`config.mk`:
```
export PLATFORM = sky130hd
export DESIGN_NAME = bfws_out_fifo
export DESIGN_NICKNAME = d
export VERILOG_FILES = /design/src/hdl/bfws_pkg.sv /design/src/hdl/bfws_out_fifo.sv
export SDC_FILE = /design/constraint.sdc
export NUM_CORES = 1
export LEC_CHECK = 0
export BUFFER_PORTS_ARGS = -buffer_cell sky130_fd_sc_hd__buf_2
export CORE_UTILIZATION = 25
export CTS_BUF_LIST = sky130_fd_sc_hd__clkbuf_4 sky130_fd_sc_hd__clkbuf_8
export DETAILED_ROUTE_END_ITERATION = 7
export GPL_TIMING_DRIVEN = 0
export PLACE_DENSITY = 0.48
export RECOVER_POWER = 25
export SYNTH_ARGS = -nofsm -noshare
export SYNTH_HDL_FRONTEND = slang
export SYNTH_SLANG_ARGS = --single-unit
export TNS_END_PERCENT = 50
```
`constraint.sdc`:
```
create_clock -name clk -period 2.3 [get_ports clk]
set_input_delay 0.46 -clock clk [delete_from_list [all_inputs] [get_ports clk]]
set_output_delay 0.46 -clock clk [all_outputs]
set_load 0.005 [all_outputs]
```
`src/hdl/bfws_pkg.sv`:
```
`default_nettype none
package bfws_pkg;

    localparam int MAX_WIDTH  = 1024;
    localparam int MAX_HEIGHT = 1024;
    localparam int MAX_RADIUS = 15;

    localparam int SPAN_MAX   = 2 * MAX_RADIUS + 1;

    // fixed field widths
    localparam int PIX_W      = 8;
    localparam int DIM_W      = 11;
    localparam int CFG_RAD_W  = 4;
    localparam int HS_W       = 13;
    localparam int CS_W       = 18;
    localparam int POS_W      = 10;
    localparam int CFG_IDX_W  = 2;
    localparam int OUT_DATA_W = 40;

    // derived widths
    localparam int VC_W       = $clog2(MAX_WIDTH + MAX_RADIUS + 1);
    localparam int VR_W       = $clog2(MAX_HEIGHT + MAX_RADIUS + 1);
    localparam int RAD_W      = $clog2(MAX_RADIUS + 1);
    localparam int SLOT_W     = $clog2(SPAN_MAX + 1);
    localparam int COL_W      = $clog2(MAX_WIDTH);
    localparam int ROW_DEPTH  = SPAN_MAX * MAX_WIDTH;
    localparam int ROW_ADDR_W = $clog2(ROW_DEPTH);

    localparam int OUT_DEPTH  = 3;
    localparam int OUT_PTR_W  = $clog2(OUT_DEPTH);
    localparam int OUT_CNT_W  = $clog2(OUT_DEPTH + 1);

    // register indexes
    localparam logic [CFG_IDX_W-1:0] REG_FRAME_WIDTH   = 2'd0;
    localparam logic [CFG_IDX_W-1:0] REG_FRAME_HEIGHT  = 2'd1;
    localparam logic [CFG_IDX_W-1:0] REG_WINDOW_RADIUS = 2'd2;

    typedef struct packed {
        logic                  valid;
        logic                  upd;
        logic                  emit;
        logic                  first_row;
        logic                  old_valid;
        logic [ROW_ADDR_W-1:0] row_addr;
        logic [COL_W-1:0]      col;
        logic [HS_W-1:0]       hsum;
        logic [POS_W-1:0]      out_row;
        logic [POS_W-1:0]      out_col;
        logic                  frame_last;
    } bfws_req_t;

    typedef struct packed {
        logic             frame_last;
        logic [POS_W-1:0] out_col;
        logic [POS_W-1:0] out_row;
        logic [CS_W-1:0]  box_sum;
    } bfws_res_t;

endpackage
`default_nettype wire

```
`src/hdl/bfws_out_fifo.sv`:
```
`default_nettype none
module bfws_out_fifo (
    input  wire logic                clk,
    input  wire logic                rst_n,
    input  wire logic                push,
    input  wire bfws_pkg::bfws_res_t push_data,
    input  wire logic                pop,
    output logic                     head_valid,
    output bfws_pkg::bfws_res_t      head_data,
    output logic [bfws_pkg::OUT_CNT_W-1:0] count
);
    import bfws_pkg::*;

    bfws_res_t              slot_reg [OUT_DEPTH];
    logic [OUT_PTR_W-1:0]   wr_ptr_reg, wr_ptr_next;
    logic [OUT_PTR_W-1:0]   rd_ptr_reg, rd_ptr_next;
    logic [OUT_CNT_W-1:0]   count_reg, count_next;
    logic                   do_pop;

    assign do_pop     = pop && (count_reg != '0);
    assign head_valid = (count_reg != '0);
    assign head_data  = slot_reg[rd_ptr_reg];
    assign count      = count_reg;

    always_comb
    begin
        wr_ptr_next = wr_ptr_reg;
        rd_ptr_next = rd_ptr_reg;
        count_next  = count_reg;
        if (push)
        begin
            wr_ptr_next = (wr_ptr_reg == OUT_PTR_W'(OUT_DEPTH - 1)) ? '0 : wr_ptr_reg + 1'b1;
            count_next  = count_next + 1'b1;
        end
        if (do_pop)
        begin
            rd_ptr_next = (rd_ptr_reg == OUT_PTR_W'(OUT_DEPTH - 1)) ? '0 : rd_ptr_reg + 1'b1;
            count_next  = count_next - 1'b1;
        end
    end

    always_ff @(posedge clk or negedge rst_n)
    begin
        if (!rst_n)
        begin
            wr_ptr_reg <= '0;
            rd_ptr_reg <= '0;
            count_reg  <= '0;
        end
        else
        begin
            wr_ptr_reg <= wr_ptr_next;
            rd_ptr_reg <= rd_ptr_next;
            count_reg  <= count_next;
        end
    end

    always_ff @(posedge clk)
    begin
        if (push)
            slot_reg[wr_ptr_reg] <= push_data;
    end

endmodule
`default_nettype wire
```
After elaboration in Yosys (flattened, before gate mapping)
Memories as Yosys holds them, arrays and structs flattened.
Index checks and enable logic that the tools add are counted.

operators by class
  add/sub/neg operators = 4
  $mul = 0
  divide/modulo/power cells = 0
  order comparisons = 0
  equality and inequality tests = 2
  shifts and indexed selects = 0
  mux-type cells = 6
  bitwise logic cells = 0
  reductions and logical operators = 2

operator list
  kind                                              count
  two-way mux 2 bit                                 4
  adder 2 x 1 -> 2 bit, second input constant       3
  equality test 2 bit, second input constant        2
  two-way mux 1 bit                                 2
  nonzero test 2 bit                                1
  subtractor 2 x 1 -> 2 bit, second input constant  1
  logical AND 1 bit                                 1

word-level totals
  register bits after elaboration = 6
  latch bits = 0
  RAM bits = 117
  bits in read-only memories = 0
  output and inout bits = 42
  logic and storage cells = 18
  memories kept = 1

memory list
  memory    words  width  rd ports  clocked after Yosys merged registers in  wr ports  RTL line             source
  slot_reg  3      39     1         0                                        1         bfws_out_fifo.sv:14  bfws_res_t slot_reg [OUT_DEPTH];

Logic depth before layout (Yosys ltp)
Gate-level depths: netlist of the first run.

  depth in word-level cells = 4
  depth in mapped cells = 5
  depth with buffers taken out = 5

Worst setup path after synthesis of the first run
No wires, ideal clock.

  path kind = input -> register
  start = input port push
  end = memory slot_reg[2][0] in the netlist's numbering, enable pin
  data arrival time = 2.155 ns
  path slack = -0.290 ns
  cell stages on the path = 2
  buffers on the path = 0
  path through = nand2_1 nor2_1

on the way
  cells in the longest elaborated chain, start to end = 2

RTL lines
  item                                     RTL line             source
  start: declaration                       bfws_out_fifo.sv:5   input wire logic push,
  two-way mux 1 bit                        bfws_out_fifo.sv:60  if (push)
  two-way mux 1 bit (implied by the code)  bfws_out_fifo.sv:61  slot_reg[wr_ptr_reg] <= push_data;
  end: declaration                         bfws_out_fifo.sv:14

No other way between the ends.

==> summary.md, run 1 <==
| Metric | Value |
|---|---|
| Status | `completed` |
| Final Hold Fails | `0` |
| CP Capture Type | `output port` |
| Syn nets | `around 320` |
| Inst Count DP | `597` |
| DPL Wire Length | `6290 um` |
| NetSw | `between 2 and 2.5 mW` |
| # IOs | `between 80 and 90` |
| RR Endpoint | `slot_reg[0][20]` |
| Vias per cell | `about 4.1` |
| Hold Path Origin | `push_data[12]` |
| Largest register FFs | `around 120` |
| Tcrit/Tclk final | `0.869` |
| Worst Setup Start Kind | `flip-flop` |
| Reg2reg path depth | `2` |
| Worst Setup Path Type | `reg2out` |
| TritonCTS clock tree | `done` |
| Longest Clk Path Bufs | `2` |
| Total Power Consumption | `7.00 mW` |
| Crit path launch | `rd_ptr_reg[1]` |
| Post-synthesis mux area share | `0.0849` |
| Area grow syn2layout | `25.1%` |
| XOR/XNOR share of the synthesized area | `0.00743` |
| WP data arrival | `between 1500 and 2000 ps` |
| Commonest non-fill, non-tap cell in the layout | `edfxtp_1` |
| Routed Antenna Nets | `0` |
| DIE AREA | `a little under 20,000 um2` |
| First-pass GRT wire length | `about 15,000 um` |
| Worst EP required | `1840 ps` |
| Largest family of logic cells by synthesized area | `multiplexers` |
| Gate count of the mapped netlist | `between 200 and 300` |
| Hold depth | `1` |
| All-layer global routing usage | `0.107` |
| Final core utilization | `0.324` |
| Clock share of power | `0.264` |
| Maxcap violations | `0` |
| Final WL | `9590 um` |
| Max Freq | `between 0.5 and 0.6 GHz` |
| R2R Setup Slk | `around 420 ps` |
| Residual DRC | `0` |
| CTS Sinks | `~120` |
| Hold endpoint | `slot_reg[2][12]` |
| Final TNS setup | `0 ps` |
| Commonest non-fill, non-tap cells in the layout | `edfxtp_1 (117), buf_2 (64), nand2_1 (41)` |
| Initial Utilization | `0.259` |
| H-tree Lvls | `4` |
| Synth Area per Inst | `17.0 um2` |
| Most used cell, CP | `buf_2` |
| Setup Buffers After CTS | `0` |
| 1st-pass router iterations | `4` |
| Post-synth EDFFs | `about 120` |
| Vias in the first global route | `2,768` |
| Slowest stage cell, crit path | `dfrtp_1` |
| Power Density | `approximately 1200 nW/um2` |
| Top area cells in the synthesized netlist | `edfxtp_1 (75%), mux2i_1 (8.5%), o21ai_1 (4.2%)` |
| Pint | `approximately 4.9 mW` |
| WL/cell | `approximately 15 um` |
| Synth warnings | `0` |
| Worst-skew pair later-pin latency | `about 430 ps` |
| Antenna Cells | `0` |
| Sw Share | `0.297` |
| Async set-reset flop share out of synthesis | `0.0488` |
| R2R Path Start | `wr_ptr_reg[1]` |
| Hold Path Class | `in2reg` |
| Largest net degree at the start of global routing | `21` |
| Cells resized by post-CTS repair | `0` |
| Leak pwr | `between 2 and 2.5 nW` |
| Crit path max fanout | `10` |
| Crit path time final | `about 2000 ps` |
| Part of the power in registers | `0.428` |
| 1st-iter DRT viols | `84` |
| Die Span Y | `approximately 140 um` |
| Yosys cell types | `19` |
| Worst-Margin Slew | `~1000 ps` |
| TritonCTS buffer count | `17` |
| CORE AREA | `roughly 18,000 um2` |
| CTS clk-pin slew, worst paths | `approximately 70 ps` |
| Worst slew margin | `0.330` |
| Synth Area in Compound Gates | `0.0472` |
| Synth Area in Simple Gates | `0.0472` |
| Die Wd | `139 um` |
| Yosys top cell area share | `0.745` |
| Initial antenna violation count | `0` |
| Slowest cell delay on critical path | `between 300 and 400 ps` |
| Fraction of layout cells with a size suffix above 1 | `0.273` |
| Synth Flop Type | `edfxtp_1` |
| Row Count | `49` |
| Vias | `2,597` |
| Final setup fails | `0` |
| Gpl congestion | `approximately 0.67` |
| Synthesized area | `4710 um2` |
| # fillers | `between 1,500 and 2,000` |
| Synthesized flop and latch total | `around 120` |
| Net count reported at finish | `between 400 and 500` |
| Worst-case vdd ir drop | `approximately 0.00038 V` |
| Max Clock Skew | `about 5.3 ps` |
| Yosys top cell by area | `edfxtp_1` |
| # port buffers | `84` |
| RSZ-0062 raised after global routing | `false` |
| Logic pwr share | `0.308` |
| Global route overflow | `0` |
| Slew Viols, Final | `0` |
| Sequential share of the synthesized area | `0.777` |
| Synth Area in Adders | `0.00265` |
| Post-Layout Cell Count | `about 630` |
| Crit path cell chain | `buf_2, buf_2, nand2_1, o21ai_1, buf_2` |
| Root buf cell | `clkbuf_8` |
worst max-delay path by stage:
stage	to	slack, ps	depth (start not counted)
final	head_data[34]	300	5
after detailed placement	slot_reg[0][19]	150	4
after global routing	head_data[22]	110	5
after floorplan	slot_reg[1][0]	-240	2
after global placement	slot_reg[1][18]	-1680	3
after CTS	head_data[22]	170	5
kinds of logic (layout without fill, tap and decap cells):
group | after synthesis | in the layout
XOR/XNOR | 4 | 4
AND/OR/NAND/NOR | 49 | 49
flip-flops | 123 | 123
AO/OA/AOI/OAI | 43 | 43
adder cells (fa/ha/maj) | 1 | 1
buffers and inverters | 18 | 139
multiplexers | 40 | 40
cell type report:
| class | count | area (um2) | share of cell area |
|---|---|---|---|
| Tap cell | 229 | 287 | 0.0486 |
| Clock inverter | 11 | 129 | 0.0219 |
| Timing Repair Buffer | 91 | 498 | 0.0844 |
| Sequential cell | 123 | 3660 | 0.621 |
| Buffer | 14 | 143 | 0.0242 |
| Inverter | 4 | 15.0 | 0.00255 |
| Multi-Input combinational cell | 137 | 913 | 0.155 |
| Clock buffer | 19 | 249 | 0.0422 |
stage by stage:
step | hold WS (ps) | worst slack (ps) | cell area, um2
6_report | 240 | 302 | 5900
5_1_grt | 206 | 105 | 5900
4_1_cts | 184 | 170 | 5930
3_5_place_dp | 295 | 155 | 5540
3_3_place_gp | 294 | -1680 | 5420
2_1_floorplan | 164 | -239 | 4720
metal layers:
layer  vias up  share of wire  track usage
met2        63           0.51        0.180
met5         -              0            0
met3         6          0.057       0.0461
met1      1272           0.42        0.119
li1       1256              -            -
met4         0          0.010       0.0386
worst max-delay path: cells and delay by family (launching register included):
family / cells / cell delay, ps
AND/OR/NAND/NOR: 1 / 70
AO/OA/AOI/OAI: 1 / 110
buffers and inverters: 3 / 610
flip-flops: 1 / 320
power by group through the flow:
stage,clock network [mW],registers [mW],logic (mW)
4_1_cts,1.92,3.00,2.26
3_5_place_dp,0,3.05,2.25
6_report,1.85,3.00,2.16
5_1_grt,2.01,3.03,2.41
3_3_place_gp,0,3.05,2.12
2_1_floorplan,0,3.03,1.29
cell usage after synthesis (2+ instances only):
cell and count:
nand2_1 41, buf_6 2, a21o_1 3, buf_12 4, buf_2 8, mux2i_1 40
nor3_2 2, inv_1 3, xnor2_1 2, edfxtp_1 117, dfrtp_1 6, nand2b_1 2
nor3b_2 2, o21ai_1 40, xor2_1 2
timing repair:
action / in CTS / in global routing
hold buffers: 1 / 0
hold endpoints to repair: 6 / 0
setup endpoints to repair: 0 / 0
Note: power is estimated with default switching activity, not from simulation.
==> run 2: changes to the inputs <==
CORE_UTILIZATION = 52   (was 25)
CTS_CLUSTER_DIAMETER = 150   (was default)
PLACE_DENSITY = 0.82   (was 0.48)
SETUP_SLACK_MARGIN = 0.1   (was default)
==> run 2 against run 1 <==
Critical path depth unchanged. Design area is 2.6% lower. Via count rose by 2.3%. Final cell count fell by 19%. Fmax shrank 0.51%. Register-to-register slack improved by 40 ps. Sequential power is essentially flat. Sequential share of layout area is 1.7 points higher. Global-route usage is 8.5 points higher. Flip-flop and latch count did not move. First-iteration DRC count up 68%. Clock skew is 0.71 ps lower. Largest power group unchanged.
==> summary.md, run 2 (synthesis gave the netlist of run 1 again) <==
| Metric | Value |
|---|---|
| Reg2reg path depth | `2 (unchanged)` |
| Longest Clk Path Bufs | `2 (unchanged)` |
| Logic pwr share | `0.304 (was 0.308)` |
| Commonest non-fill, non-tap cell in the layout | `edfxtp_1 (unchanged)` |
| # port buffers | `84 (unchanged)` |
| CTS clk-pin slew, worst paths | `70 ps (about the same)` |
| R2R Path Start | `wr_ptr_reg[0] (was wr_ptr_reg[1])` |
| Final core utilization | `0.655 (was 0.324)` |
| Hold-fix buffers, CTS | `1 (unchanged)` |
| Storage element area | `3660 um2 (unchanged)` |
| Die Span Y | `97.2 um (was 139 um)` |
| Hold endpoint | `slot_reg[2][37] (was slot_reg[2][12])` |
| DIE AREA | `9450 um2 (was 19,400 um2)` |
| Worst-case vdd ir drop | `0.000746 V (was 0.000377 V)` |
| Antenna Cells | `0 (unchanged)` |
| WP data arrival | `1550 ps (was 1540 ps)` |
| RR Endpoint | `slot_reg[1][1] (was slot_reg[0][20])` |
| CP top delay family | `buffers and inverters (unchanged)` |
| Power Density | `1210 nW/um2 (was 1190 nW/um2)` |
| Residual DRC | `0 (unchanged)` |
| WL/cell | `16.7 um (was 15.3 um)` |
| Vias in the first global route | `2,804 (was 2,768)` |
| Worst-Margin Slew | `919 ps (was 1000 ps)` |
| Clock share of power | `0.262 (was 0.264)` |
| Worst Setup Path Type | `reg2out (unchanged)` |
| Die Wd | `97.2 um (was 139 um)` |
| Row Count | `34 (was 49)` |
| CP Buf/Inv Count | `3 (unchanged)` |
| TritonCTS buffer count | `17 (unchanged)` |
| Initial Utilization | `0.538 (was 0.259)` |
| Setup Buffers After CTS | `0 (unchanged)` |
| Final WL | `8440 um (was 9590 um)` |
| Net count reported at finish | `431 (was 432)` |
| Hold Path Class | `in2reg (unchanged)` |
| RSZ-0062 raised after global routing | `false (unchanged)` |
| Global route overflow | `0 (unchanged)` |
| Crit path time final | `2010 ps (was 2000 ps)` |
| Worst EP required | `1840 ps (about the same)` |
| R2R Setup Slk | `460 ps (was 420 ps)` |
| Worst Setup Start Kind | `flip-flop (unchanged)` |
| Status | `completed (unchanged)` |
| Area of the multi-input gates | `913 um2 (unchanged)` |
| 1st-pass router iterations | `4 (unchanged)` |
| DPL Wire Length | `5420 um (was 6290 um)` |
| Hold Path Origin | `push_data[37] (was push_data[12])` |
| Final setup fails | `0 (unchanged)` |
| Gpl congestion | `0.720 (was 0.667)` |
| TritonCTS clock tree | `done (unchanged)` |
| Slowest stage cell, crit path | `dfrtp_1 (unchanged)` |
| Part of the power in registers | `0.434 (was 0.428)` |
| All-layer global routing usage | `0.191 (was 0.107)` |
| Final Hold Fails | `0 (unchanged)` |
| Hold depth | `1 (unchanged)` |
| Vias | `2,658 (was 2,597)` |
| Maxcap violations | `0 (unchanged)` |
| Crit path cell chain | `buf_6, buf_12, mux2i_1, o21ai_1, buf_2 (was buf_2, buf_2, nand2_1, o21ai_1, buf_2)` |
| CP Capture Type | `output port (unchanged)` |
| CTS Sinks | `123 (unchanged)` |
| First-pass GRT wire length | `13,600 um (was 14,900 um)` |
| Max Clock Skew | `4.55 ps (was 5.26 ps)` |
| Commonest non-fill, non-tap cells in the layout | `edfxtp_1 (117), buf_2 (64), nand2_1 (41) (unchanged)` |
| NetSw | `2.02 mW (was 2.08 mW)` |
| Initial antenna violation count | `0 (unchanged)` |
| # fillers | `624 (was 1,805)` |
| Max Freq | `0.498 GHz (was 0.501 GHz)` |
| Cells resized by post-CTS repair | `0 (unchanged)` |
| Crit path max fanout | `10 (unchanged)` |
| Placement Setup Slack | `254 ps (was 155 ps)` |
| Worst slew margin | `0.387 (was 0.330)` |
| Leak pwr | `2.12 nW (was 2.13 nW)` |
| Sw Share | `0.292 (was 0.297)` |
| Area grow syn2layout | `21.8% (was 25.1%)` |
| Routed Antenna Nets | `0 (unchanged)` |
| Vias per cell | `5.25 (was 4.14)` |
| # IOs | `85 (unchanged)` |
| Largest net degree at the start of global routing | `24 (was 21)` |
| Pint | `4.91 mW (was 4.92 mW)` |
| Total Power Consumption | `6.93 mW (was 7.00 mW)` |
| H-tree Lvls | `4 (unchanged)` |
| Fraction of layout cells with a size suffix above 1 | `0.266 (was 0.273)` |
| 1st-iter DRT viols | `141 (was 84)` |
| Final Worst Setup Slack | `292 ps (was 302 ps)` |
| Tcrit/Tclk final | `0.873 (was 0.869)` |
| CORE AREA | `8760 um2 (was 18,200 um2)` |
| Root buf cell | `clkbuf_8 (unchanged)` |
| Slowest cell delay on critical path | `340 ps (was 320 ps)` |
| Worst-skew pair later-pin latency | `410 ps (was 430 ps)` |
| Largest register FFs | `117 (unchanged)` |
| Slew Viols, Final | `0 (unchanged)` |
## run 2: changes by cell type in the layout (fill, tap and decap cells not counted)
cell,change
buf_8,-3
clkinv_1,+2
buf_12,+1
buf_16,+1
clkbuf_4,-1
clkinv_2,-1
## run 2: how the worst max path moves through the flow
| stage | from | to | slack [ps] | cells after the start |
|---|---|---|---|---|
| CTS | rd_ptr_reg[0] | head_data[37] | 270 | 5 |
| global placement | push | slot_reg[1][21] | -1410 | 3 |
| global route | rd_ptr_reg[1] | head_data[35] | 160 | 5 |
| finish | rd_ptr_reg[0] | head_data[37] | 290 | 5 |
| floorplan | push | slot_reg[1][0] | -240 | 2 |
| detailed placement | push | slot_reg[1][11] | 250 | 4 |
## run 2: final cells by class
| type | count | area share |
|---|---|---|
| Multi-Input combinational cell | 137 | 0.159 |
| Inverter | 4 | 0.00261 |
| Sequential cell | 123 | 0.638 |
| Clock buffer | 18 | 0.0420 |
| Tap cell | 108 | 0.0235 |
| Clock inverter | 12 | 0.0229 |
| Buffer | 14 | 0.0248 |
| Timing Repair Buffer | 90 | 0.0871 |
## run 2: power groups by stage
stage | registers [mW] | logic (mW) | clock network [mW]
after global routing | 3.04 | 2.33 | 1.93
after detailed placement | 3.06 | 2.14 | 0
final | 3.01 | 2.11 | 1.81
after floorplan | 3.03 | 1.29 | 0
after global placement | 3.05 | 1.98 | 0
after CTS | 3.01 | 2.16 | 1.84
## run 2: metal layers
| layer | track usage | vias to the layer above | share of wire |
|---|---|---|---|
| li1 | - | 1264 | - |
| met1 | 0.223 | 1312 | 0.42 |
| met2 | 0.332 | 73 | 0.53 |
| met3 | 0.0604 | 9 | 0.044 |
| met4 | 0.0724 | 0 | 0.0090 |
| met5 | 0 | - | 0 |
## run 2: through the flow
step / cell area (um2) / TNS [ps] / cells / hold slack [ps]
2_1_floorplan: 4720 / -18540 / 278 / 164
3_3_place_gp: 5270 / -129950 / 470 / 291
3_5_place_dp: 5400 / 0 / 475 / 295
4_1_cts: 5780 / 0 / 506 / 221
5_1_grt: 5740 / 0 / 506 / 231
6_report: 5740 / 0 / 506 / 244
